### config.mk
export PLATFORM = sky130hd
export DESIGN_NAME = strmin_ctrl
export DESIGN_NICKNAME = d
export VERILOG_FILES = /design/src/sv/strmin_pkg.sv /design/src/sv/strmin_ctrl.sv
export SDC_FILE = /design/constraint.sdc
export NUM_CORES = 1
export LEC_CHECK = 0
export ABC_CLOCK_PERIOD_IN_PS = 1850
export BUFFER_PORTS_ARGS = -buffer_cell sky130_fd_sc_hd__buf_2
export CORE_AREA = 2 2 39 41
export DETAILED_ROUTE_END_ITERATION = 8
export DIE_AREA = 0 0 41 43
export GPL_TIMING_DRIVEN = 0
export PLACE_DENSITY_LB_ADDON = 0.1
export SYNTH_ARGS = -nofsm -noshare
export SYNTH_HDL_FRONTEND = slang
export SYNTH_SLANG_ARGS = --single-unit
### constraint.sdc
create_clock -name clock -period 1.85 [get_ports clock]
set_clock_uncertainty 0.2 [all_clocks]
set_input_delay 0.37 -clock clock [delete_from_list [all_inputs] [get_ports clock]]
set_output_delay 0.37 -clock clock [all_outputs]
set_load 0.005 [all_outputs]
### src/sv/strmin_pkg.sv
package strmin_pkg;

   localparam int MODE_W    = 2;
   localparam int POS_W     = 10;
   localparam int COUNT_W   = 11;
   localparam int VAL_W     = 32;
   localparam int STATUS_W  = 2;
   localparam int SPAN_W    = POS_W + 1;
   localparam int LOG_W     = 4;
   localparam int COUNT_RST = 1024;

   localparam logic [MODE_W-1:0] MODE_LOAD  = 2'd0;
   localparam logic [MODE_W-1:0] MODE_BUILD = 2'd1;
   localparam logic [MODE_W-1:0] MODE_QUERY = 2'd2;

   localparam logic [STATUS_W-1:0] ST_OK        = 2'd0;
   localparam logic [STATUS_W-1:0] ST_RANGE     = 2'd1;
   localparam logic [STATUS_W-1:0] ST_NOT_BUILT = 2'd2;

   typedef struct packed {
      logic latch;
      logic plain;
      logic set_built;
      logic q_read;
      logic q_emit;
      logic b_init;
      logic b_issue;
      logic b_next;
   } cmd_type;

   typedef struct packed {
      logic is_build;
      logic query_go;
      logic level_ok;
      logic level_last;
   } sts_type;

   function automatic logic [LOG_W-1:0] floor_log2(input logic [SPAN_W-1:0] x);
      logic [LOG_W-1:0] k;
      k = '0;
      for (int b = 1; b < SPAN_W; b++) begin
         if (x[b]) k = LOG_W'(b);
      end
      return k;
   endfunction

endpackage

### src/sv/strmin_ctrl.sv
module strmin_ctrl
   import strmin_pkg::*;
(
   input  logic    clock,
   input  logic    reset,
   input  logic    start,
   input  sts_type sts,
   output logic    busy,
   output cmd_type cmd
);

   typedef enum logic [2:0] {
      IDLE,
      DECODE,
      QWAIT,
      BLEVEL,
      BRUN,
      BDRAIN
   } state_type;

   state_type state_ff;
   state_type state_in;
   logic      busy_ff;

   always_comb begin
      cmd      = '0;
      state_in = state_ff;
      unique case (state_ff)
         IDLE: begin
            if (start) begin
               cmd.latch = 1'b1;
               state_in  = DECODE;
            end
         end
         DECODE: begin
            if (sts.is_build) begin
               cmd.b_init = 1'b1;
               state_in   = BLEVEL;
            end else if (sts.query_go) begin
               cmd.q_read = 1'b1;
               state_in   = QWAIT;
            end else begin
               cmd.plain = 1'b1;
               state_in  = IDLE;
            end
         end
         QWAIT: begin
            cmd.q_emit = 1'b1;
            state_in   = IDLE;
         end
         BLEVEL: begin
            if (sts.level_ok) begin
               state_in = BRUN;
            end else begin
               cmd.plain     = 1'b1;
               cmd.set_built = 1'b1;
               state_in      = IDLE;
            end
         end
         BRUN: begin
            cmd.b_issue = 1'b1;
            if (sts.level_last) state_in = BDRAIN;
         end
         BDRAIN: begin
            // last write of the level lands here
            cmd.b_next = 1'b1;
            state_in   = BLEVEL;
         end
         default: state_in = IDLE;
      endcase
   end

   always_ff @(posedge clock) begin
      if (reset) begin
         state_ff <= IDLE;
         busy_ff  <= 1'b0;
      end else begin
         state_ff <= state_in;
         busy_ff  <= (state_in != IDLE);
      end
   end

   assign busy = busy_ff;

   a_busy_state: assert property (@(posedge clock) disable iff (reset)
      busy_ff == (state_ff != IDLE))
      else $error("busy out of step with controller state");

endmodule
== Yosys cells after proc, flatten, opt, wreduce, memory -nomap -nowiden ==
Index checks and enable logic that the tools add are counted.
Widths: inputs -> output; s select.
Operators by class
  add/sub/neg operators: 0
  multiply operators: 0
  divide/modulo/power cells: 0
  order comparisons: 0
  eq/ne operators: 5
  shift operators: 0
  muxes and demuxes: 21
  bitwise gates (word level): 0
  reductions and logical operators: 2
Operators by type and width (number)
  $pmux 3 s5: 1
  $mux 1: 13
  $mux 3: 4
  $eq 3x2->1 const B: 2
  $eq 3x3->1 const B: 2
  $mux 2: 2
  $eq 3x1->1 const B: 1
  $logic_not 3->1: 1
  $reduce_bool 3->1: 1
  $pmux 1 s2: 1
Word-level totals
  flip-flop bits (word level): 4
  latch bits: 0
  RAM bits: 0
  memory bits (read-only): 0
  input bits: 7
  output and inout port bits: 9
  word-level logic and storage cells: 30
  memories kept: 0

== Longest topological paths before layout ==
Gate-level depths: netlist of run 1.
  depth in word-level cells: 4
  gate-level depth with buffers: 4
  depth with buffers taken out: 3

== Worst setup path before layout of run 1 ==
Ideal clock, no wire load.
  kind: reg-to-reg
  start: register state_ff[2]
  end: register busy_ff, in the netlist busy
  library setup time: 0.127 ns
  arrival: 1.228 ns
  required time: 1.523 ns
  path slack: 0.295 ns
  stages on the path, launching flop included: 5
  buffers on the path: 1
  clock period less this slack: 1.555 ns
  path through: dfxtp_1 -> buf_6 -> mux2_4 -> o221a_4 -> or3_1
On the way
  longest elaborated chain between the ends: 3
  elaborated cells on any way between the ends: 9
  those cells by class: eq/ne: 4; mux: 3; reduce/logical: 2
RTL lines
  start, declared: RTL line strmin_ctrl.sv:21  | state_type state_ff;
  start signal, assigned: RTL line strmin_ctrl.sv:78  | state_ff <= state_in;
  $eq 3x3->1, or another cell as far along: RTL line strmin_ctrl.sv:28  | unique case (state_ff)
  $pmux 3 s5 *: RTL line strmin_ctrl.sv:28
  $reduce_bool 3->1 *: RTL line strmin_ctrl.sv:79  | busy_ff <= (state_in != IDLE);
  end signal, assigned: RTL line strmin_ctrl.sv:79
  end, declared: RTL line strmin_ctrl.sv:23  | logic busy_ff;
Every way passes the cells marked *; elsewhere a longest branch is shown, timed or not.
A chain may end at the register's enable or synchronous reset.

==> reports/metrics.cfg, run 1 <==
[synthesis]
syn_avg_cell_area_um2 = 9.77
synth_area_leaders = dfxtp_1, o221a_4, nand2b_1, nor4b_1, mux2_4
syn-cell-area_um2 = 254
synth.top_cell.area_share = 0.315
syn_inst = 26
yosys.area.top_type = dfxtp_1
synthesis.nets = 33
ys_types = 15
ys_warn_count = 0
ys_seq_area_frac = 0.315
ys_ff_latch = 4

[routing]
wl_per_cell_um = 10.0
viasPerCell = 4.18
totalWireLength_um = 601
drc = 0
drtIter0Drc = 0
dr_total_vias = 251
dr.pass1.iters = 1
antenna_left = 0

[setup_path]
arrival_ns = 1.22
required_ns = 1.28
slowest_stage = or3_1
r2r-start = state_ff[2]
reg2reg_setup_slack_ns = 0.26
end_kind = output port
crit_fanout = 8
critPathLaunchType = register
crit_type = register to output port
crit_path_max_incr_delay_ns = 0.38
r2r_cells = 4
r2r-end = busy
path_cells = or3_1, a21oi_1, buf_2

[sta]
drv_slew = 0
rsz0062_at_grt = no
holdWs_ns = 0.140
hold_violations = 0
maxSlewHeadroom = 0.844
period_minus_slack_ns = 1.79
tightest_slew_ns = 0.231
finalSetupViolCount = 0
fin_tns_setup_ns = 0
finalCritPeriodShare = 0.966
max_freq_ghz = 0.560

[floorplan]
initial_core_util = 0.184
io_pins = 16
die-width_um = 41
die_area_mm2 = 0.00176
fp-row-count = 14
core_mm2 = 0.00138
die_h_um = 43

[place]
dp_hpwl_um = 480
gp_congestion = 0.696
dp.cells = 57
io_buffers = 15

[clocking]
numCtsBuffers = 3
cts_resized = 0
cts_max_level = 1
clk_pin_slew_ns = 0.04
cts.sinks = 4
tritoncts = yes
clk_latency_ns = 0.23
clk_path_buf_depth = 2
post_cts_buffers = 0
root_buffer = clkbuf_4
postCtsHoldBufs = 0

[pwr]
p_per_area_mw_per_mm2 = 660
p_total_uw = 252
leakage_nw = 0.179
peakVddDrop_mv = 0.151

[grt]
grt_pass1_vias = 258
grt_first_pass_wirelength_um = 924
overflow = 0
antenna_found_initial = 0
grt_max_degree = 11
grt.total_usage = 0.0772

[cells_and_area]
diodes = 0
final_nets = 53
drive_above_1_share = 0.614
finalNonFillerCells = 60
area_growth_pct = 50.2

[run_status]
status = complete, no violations

[hold_path]
hold_class = input port to register
hold_end = state_ff[1]
hold_depth = 2
min_from = reset

[job]
drv_cap = 0

## metrics by stage
stage | utilization | setup WS, ns | area (µm²)
2_1_floorplan | - | 0.295 | 254
3_3_place_gp | 0.252 | 0.192 | 349
3_5_place_dp | 0.252 | 0.183 | 349
4_1_cts | 0.269 | 0.000203 | 372
5_1_grt | 0.276 | 0.0113 | 382
6_report | 0.276 | 0.0629 | 382
## layout make-up
cell class	count	area, µm²
clock buffers	3	22.5
inverters	1	3.75
fillers	164	1000
well taps	16	20.0
plain buffers	1	11.3
flip-flops and latches	4	82.6
multi-input cells	20	166
repair buffers	15	75.1
## how the worst max path moves through the flow
stage              to        start  depth (start not counted)
5_1_grt        cmd[6]  state_ff[1]                          3
2_1_floorplan    busy  state_ff[2]                          4
4_1_cts        cmd[6]  state_ff[1]                          3
3_3_place_gp   cmd[6]       sts[2]                          4
6_report       cmd[6]  state_ff[1]                          3
3_5_place_dp   cmd[6]       sts[2]                          4
## routing by layer
| layer | global-route usage | up-vias | wire length (µm) |
|---|---|---|---|
| li1 | - | 131 | - |
| met1 | 0.0897 | 112 | 272 |
| met2 | 0.116 | 8 | 298 |
| met3 | 0 | 0 | 30 |
| met4 | 0.0800 | 0 | 0 |
| met5 | 0 | - | 0 |
## synth_stat cells (all sizes together)
library cell and instances:
nor2 3, or3 2, mux2 1, inv 1, nor4b 2, nand2b 3, dfxtp 4, a21oi 1
o221a 1, buf 1, nor3b 3, nor3 2, o21ba 1, and4b 1
## critical path, delay by kind of cell (launching register included)
family,cells,cell delay (ns)
buffers and inverters,1,0.12
DFF,1,0.35
AOI/OAI and AO/OA,1,0.14
and+or+nand+nor,1,0.38
## registers in the layout (all words and copies together) (netlist names)
| signal | flops |
|---|---|
| busy | 1 |
| state_ff | 3 |
## cells by family (layout without fill, tap and decap cells)
family | count (synthesis) | in the layout | synth area share
muxes | 1 | 1 | 0.0591
AOI/OAI and AO/OA | 3 | 3 | 0.138
buffers and inverters | 2 | 20 | 0.0591
and+or+nand+nor | 16 | 16 | 0.429
DFF | 4 | 4 | 0.315
## where the power goes
part           total, mW  switching (mW)  leakage (nW)  internal [mW]
Sequential         0.103         0.00873        0.0336         0.0938
Clock              0.104          0.0318        0.0138         0.0723
Combinational     0.0452          0.0184         0.131         0.0268
## placed cells by master (no fill, tap or decap)
master,n
inv_1,1
dfxtp_2,2
buf_6,1
nor4b_1,2
and4b_2,1
or3_1,2
nor3_1,2
nand2b_1,2
nor3b_1,2
o221a_4,1
nor3b_2,1
buf_2,15
nor2_1,3
a21oi_1,1
dfxtp_1,2
clkbuf_4,3
o21ba_2,1
nand2b_4,1
mux2_4,1
Note: power is estimated with default switching activity, not from simulation.
==> run 2, diff against run 1 <==
- ABC_AREA: not set -> 1
==> reports/metrics.cfg, run 2 <==
[run_status]
status = complete, no violations  ; unchanged

[grt]
grt_pass1_vias = 265  ; was 258
overflow = 0  ; unchanged
grt_first_pass_wirelength_um = 966  ; was 924 µm
grt_max_degree = 7  ; was 11
antenna_found_initial = 0  ; unchanged
grt.total_usage = 0.0832  ; was 0.0772

[hold_path]
hold_class = input port to register  ; unchanged
hold_end = state_ff[1]  ; unchanged
min_from = reset  ; unchanged
hold_depth = 2  ; unchanged

[setup_path]
r2r-end = busy  ; unchanged
arrival_ns = 1.09  ; was 1.22 ns
r2r_cells = 5  ; was 4
crit_type = register to output port  ; unchanged
critPathLaunchType = register  ; unchanged
cp_top_family = flip-flops  ; was simple AND/OR/NAND/NOR gates
crit_path_max_incr_delay_ns = 0.35  ; was 0.38 ns
r2r-start = state_ff[2]  ; unchanged
path_cells = inv_1, nor2_2, inv_1, nor3_1, buf_2  ; was or3_1, a21oi_1, buf_2
path_buf_inv = 3  ; was 1
reg2reg_setup_slack_ns = 0.72  ; was 0.26 ns
crit_fanout = 5  ; was 8
path_common_cell = inv_1
required_ns = 1.28  ; about the same
slowest_stage = dfxtp_2  ; was or3_1
end_kind = output port  ; unchanged

[routing]
viasPerCell = 3.89  ; was 4.18
drc = 0  ; unchanged
totalWireLength_um = 578  ; was 601 µm
dr_total_vias = 292  ; was 251
drtIter0Drc = 1  ; was 0
antenna_left = 0  ; unchanged
wl_per_cell_um = 7.71  ; was 10.0 µm
dr.pass1.iters = 2  ; was 1

[sta]
finalSetupViolCount = 0  ; unchanged
hold_violations = 0  ; unchanged
finalCritPeriodShare = 0.897  ; was 0.966
drv_slew = 0  ; unchanged
tightest_slew_ns = 0.203  ; was 0.231 ns
period_minus_slack_ns = 1.66  ; was 1.79 ns
max_freq_ghz = 0.602  ; was 0.560 GHz
fin_tns_setup_ns = 0  ; unchanged
holdWs_ns = 0.124  ; was 0.140 ns
rsz0062_at_grt = no  ; unchanged
finalWorstSetupSlack_ns = 0.190  ; was 0.0629 ns
maxSlewHeadroom = 0.865  ; was 0.844

[cells_and_area]
final_common_cell = buf_2  ; unchanged
post-route-util = 0.258  ; was 0.276
finalNonFillerCells = 75  ; was 60
top_register = state_ff  ; unchanged
drive_above_1_share = 0.373  ; was 0.614
fillers = 170  ; was 164
area_growth_pct = 50.0  ; was 50.2%
mostFrequentLayoutCells = buf_2, nand2_1, inv_1, nor2_1, nand3_1  ; was buf_2, nor2_1, clkbuf_4
final_nets = 68  ; was 53
diodes = 0  ; unchanged
fin_area_um2 = 357  ; was 382 µm²
largest_reg_flops = 3  ; unchanged

[place]
dp.cells = 72  ; was 57
place_area_um2 = 333  ; was 349 µm²
post-place-ws_ns = 0.372  ; was 0.183 ns
gp_congestion = 0.651  ; was 0.696
io_buffers = 15  ; unchanged
dp_hpwl_um = 480  ; about the same

[clocking]
clk_path_buf_depth = 2  ; unchanged
cts_max_level = 1  ; unchanged
cts_resized = 0  ; unchanged
root_buffer = clkbuf_4  ; unchanged
numCtsBuffers = 3  ; unchanged
cts.sinks = 4  ; unchanged
post_cts_buffers = 0  ; unchanged
tritoncts = yes  ; unchanged
clk_latency_ns = 0.24  ; was 0.23 ns
clk_pin_slew_ns = 0.04  ; about the same
postCtsHoldBufs = 0  ; unchanged

[synthesis]
synthesis.nets = 48  ; was 33
ys_types = 12  ; was 15
synth.top_cell.area_share = 0.337  ; was 0.315
ys_ff_latch = 4  ; unchanged
async_reset_ff_frac = 0  ; unchanged
yosys.area.top_type = dfxtp_1  ; unchanged
syn_inst = 41  ; was 26
ys_seq_area_frac = 0.337  ; was 0.315
synth_area_leaders = dfxtp_1, inv_1, nand2_1, nor2_1, nand3_1  ; was dfxtp_1, o221a_4, nand2b_1, nor4b_1, mux2_4
synth_edf_count = 0  ; unchanged
yosys-top-cells-count = inv_1, nand2_1, nor2_1, dfxtp_1, nand3_1  ; was dfxtp_1, nand2b_1, nor2_1
ys_warn_count = 0  ; unchanged
syn-cell-area_um2 = 238  ; was 254 µm²
ys.flop_type = dfxtp_1  ; unchanged
syn_avg_cell_area_um2 = 5.80  ; was 9.77 µm²

[pwr]
p_total_uw = 253  ; was 252 µW
power_switching_share = 0.264  ; was 0.234
pwr-share-comb = 0.181  ; was 0.180
seqPwrFrac = 0.387  ; was 0.407
leakage_nw = 0.224  ; was 0.179 nW
p_sw_uw = 66.8  ; was 58.9 µW
power_frac_clock = 0.432  ; was 0.413
p_per_area_mw_per_mm2 = 710  ; was 660 mW/mm²
internal-power_uw = 186  ; was 193 µW
peakVddDrop_mv = 0.265  ; was 0.151 mV

[floorplan]
core_mm2 = 0.00138  ; unchanged
fp-row-count = 14  ; unchanged
initial_core_util = 0.172  ; was 0.184
die_h_um = 43  ; unchanged
die_area_mm2 = 0.00176  ; unchanged
die-width_um = 41  ; unchanged
io_pins = 16  ; unchanged

[job]
drv_cap = 0  ; unchanged

[run 2: routing by layer]
metal,vias up,GRT usage,part of all wire
li1,160,-,-
met1,124,0.109,0.45
met2,8,0.106,0.46
met3,0,0.0157,0.087
met4,0,0.0800,0
met5,-,0,0
[run 2: worst max-delay path by stage]
stage	start	depth (start not counted)	end	slack, ns
floorplan	state_ff[0]	4	cmd[2]	0.52
global placement	state_ff[0]	5	cmd[4]	0.35
detailed placement	state_ff[0]	5	cmd[4]	0.37
CTS	state_ff[0]	5	cmd[2]	0.11
global route	state_ff[0]	5	cmd[4]	0.05
finish	state_ff[0]	5	cmd[2]	0.19
[run 2: layout make-up]
| cell class | count | area [µm²] | area share |
|---|---|---|---|
| multi-input cells | 27 | 120 | 0.337 |
| clock buffers | 3 | 22.5 | 0.0632 |
| inverters | 10 | 37.5 | 0.105 |
| flip-flops and latches | 4 | 81.3 | 0.228 |
| well taps | 16 | 20.0 | 0.0561 |
| repair buffers | 15 | 75.1 | 0.211 |
[run 2: power by group through the flow]
stage          Clock (mW)  Combinational, mW  Sequential (mW)
2_1_floorplan           0             0.0257           0.0988
3_3_place_gp            0             0.0473           0.0990
3_5_place_dp            0             0.0468           0.0989
4_1_cts             0.116             0.0470           0.0975
5_1_grt             0.119             0.0532           0.0991
6_report            0.109             0.0459           0.0979
[run 2: cell families after synthesis]
logic type | after synthesis | share of synthesized area
AND/OR/NAND/NOR | 25 | 0.458
flip-flops | 4 | 0.337
AO/OA/AOI/OAI | 2 | 0.0474
buffers and inverters | 10 | 0.158
[run 2: worst register-to-register path: stages, from the launching register on]
cell	delay [ns]
dfxtp_1	0.42
inv_2	0.09
nand4_1	0.12
nand3_1	0.09
nand2_1	0.06
nand2_1	0.04
==> run 3, diff against run 2 <==
- BUFFER_PORTS_ARGS: -buffer_cell sky130_fd_sc_hd__buf_2 -> not set
- DONT_BUFFER_PORTS: not set -> 1
==> reports/metrics.cfg, run 3 (synthesis gave the netlist of run 2 again) <==
[clocking]
tritoncts = yes  ; unchanged
numCtsBuffers = 3  ; unchanged
root_buffer = clkbuf_4  ; unchanged
clk_path_buf_depth = 2  ; unchanged
cts_max_level = 1  ; unchanged
cts.sinks = 4  ; unchanged
cts_resized = 0  ; unchanged
clk_pin_slew_ns = 0.04  ; about the same
post_cts_buffers = 0  ; unchanged
clk_latency_ns = 0.23  ; was 0.24 ns
postCtsHoldBufs = 1  ; was 0

[cells_and_area]
area_growth_pct = 22.1  ; was 50.0%
mostFrequentLayoutCells = nand2_1, inv_1, nor2_1, nand3_1, dfxtp_1  ; was buf_2, nand2_1, inv_1, nor2_1, nand3_1
seq_area_um2 = 80.1  ; was 81.3 µm²
diodes = 0  ; unchanged
multiInputGateArea_um2 = 120  ; unchanged
fillers = 162  ; was 170
largest_reg_flops = 3  ; unchanged
fin_area_um2 = 290  ; was 357 µm²
drive_above_1_share = 0.133  ; was 0.373
post-route-util = 0.210  ; was 0.258
top_register = state_ff  ; unchanged
final_nets = 54  ; was 68

[routing]
drtIter0Drc = 1  ; unchanged
viasPerCell = 4.16  ; was 3.89
dr.pass1.iters = 4  ; was 2
totalWireLength_um = 561  ; was 578 µm
antenna_left = 0  ; unchanged
wl_per_cell_um = 9.20  ; was 7.71 µm
drc = 0  ; unchanged
dr_total_vias = 254  ; was 292

[setup_path]
path_common_cell = inv_1  ; unchanged
end_kind = output port  ; unchanged
slowest_stage = dfxtp_1  ; was dfxtp_2
critPathLaunchType = register  ; unchanged
crit_path_max_incr_delay_ns = 0.38  ; was 0.35 ns
path_cells = inv_1, nor2_2, inv_1, nor3_1  ; was inv_1, nor2_2, inv_1, nor3_1, buf_2
arrival_ns = 1.09  ; about the same
crit_type = register to output port  ; unchanged
path_buf_inv = 2  ; was 3
required_ns = 1.28  ; about the same
reg2reg_setup_slack_ns = 0.71  ; was 0.72 ns
crit_fanout = 5  ; unchanged
cp_top_family = flip-flops  ; unchanged

[floorplan]
io_pins = 16  ; unchanged
die_area_mm2 = 0.00176  ; unchanged
core_mm2 = 0.00138  ; unchanged
fp-row-count = 14  ; unchanged
die-width_um = 41  ; unchanged
initial_core_util = 0.172  ; unchanged
die_h_um = 43  ; unchanged

[place]
gp_congestion = 0.701  ; was 0.651
dp_hpwl_um = 460  ; was 480 µm
place_area_um2 = 258  ; was 333 µm²
io_buffers = 0  ; was 15

[sta]
finalSetupViolCount = 0  ; unchanged
tightest_slew_ns = 0.248  ; was 0.203 ns
fin_tns_setup_ns = 0  ; unchanged
maxSlewHeadroom = 0.833  ; was 0.865
hold_violations = 0  ; unchanged
finalCritPeriodShare = 0.900  ; was 0.897
rsz0062_at_grt = no  ; unchanged
drv_slew = 0  ; unchanged
period_minus_slack_ns = 1.66  ; about the same
max_freq_ghz = 0.601  ; was 0.602 GHz

[grt]
antenna_found_initial = 0  ; unchanged
grt_max_degree = 7  ; unchanged
overflow = 0  ; unchanged
grt_first_pass_wirelength_um = 862  ; was 966 µm
grt_busiest_layer = met2  ; was met1
use_met3 = 0.0157  ; unchanged
grtUsageMet1 = 0.0868  ; was 0.109
grt.total_usage = 0.0763  ; was 0.0832
met2_usage = 0.106  ; unchanged
grt_pass1_vias = 242  ; was 265

[run_status]
status = complete, no violations  ; unchanged

[job]
drv_cap = 0  ; unchanged

[pwr]
peakVddDrop_mv = 0.245  ; was 0.265 mV
p_total_uw = 239  ; was 253 µW
p_per_area_mw_per_mm2 = 822  ; was 710 mW/mm²
leakage_nw = 0.157  ; was 0.224 nW

[hold_path]
hold_class = input port to register  ; unchanged

run 3: changes by cell type in the layout (fill, tap and decap cells not counted):
cell / delta
dlygate4sd3_1: +1
buf_2: -15
dfxtp_1: +1
dfxtp_2: -1
run 3: final cells by class:
type,count,share of cell area
clock buffer,3,0.0776
multi-input combinational,27,0.414
timing repair buffer,1,0.0345
tap,16,0.0690
sequential,4,0.276
inverter,10,0.129
run 3: worst min-delay path: stages:
cell and delay [ns]:
inv_1 0.03, nand2_1 0.05, nand2_1 0.04
run 3: power breakdown:
group	internal [mW]	switching (mW)	total (mW)
Clock	0.0725	0.0351	0.108
Sequential	0.0930	0.00580	0.0988
Combinational	0.0115	0.0206	0.0320
run 3: path summary, 6_finish.rpt:
kind	startpoint	endpoint	cells after the start
max	state_ff[0]	cmd[4]	4
min	reset	busy	3
max reg2reg	state_ff[2]	busy	5
min reg2reg	state_ff[0]	state_ff[2]	2
run 3: layer usage:
metal / vias to the layer above / routed length, µm
met3: 0 / 56
met2: 10 / 260
met5: - / 0
met1: 109 / 244
met4: 0 / 0
li1: 135 / -
run 3: stage by stage:
stage | instances | hold slack [ns] | worst slack (ns)
6_report | 61 | 0.109 | 0.185
2_1_floorplan | 41 | 0.239 | 0.520
3_5_place_dp | 57 | 0.242 | 0.424
5_1_grt | 61 | 0.115 | 0.0526
3_3_place_gp | 57 | 0.243 | 0.411
4_1_cts | 61 | 0.103 | 0.173
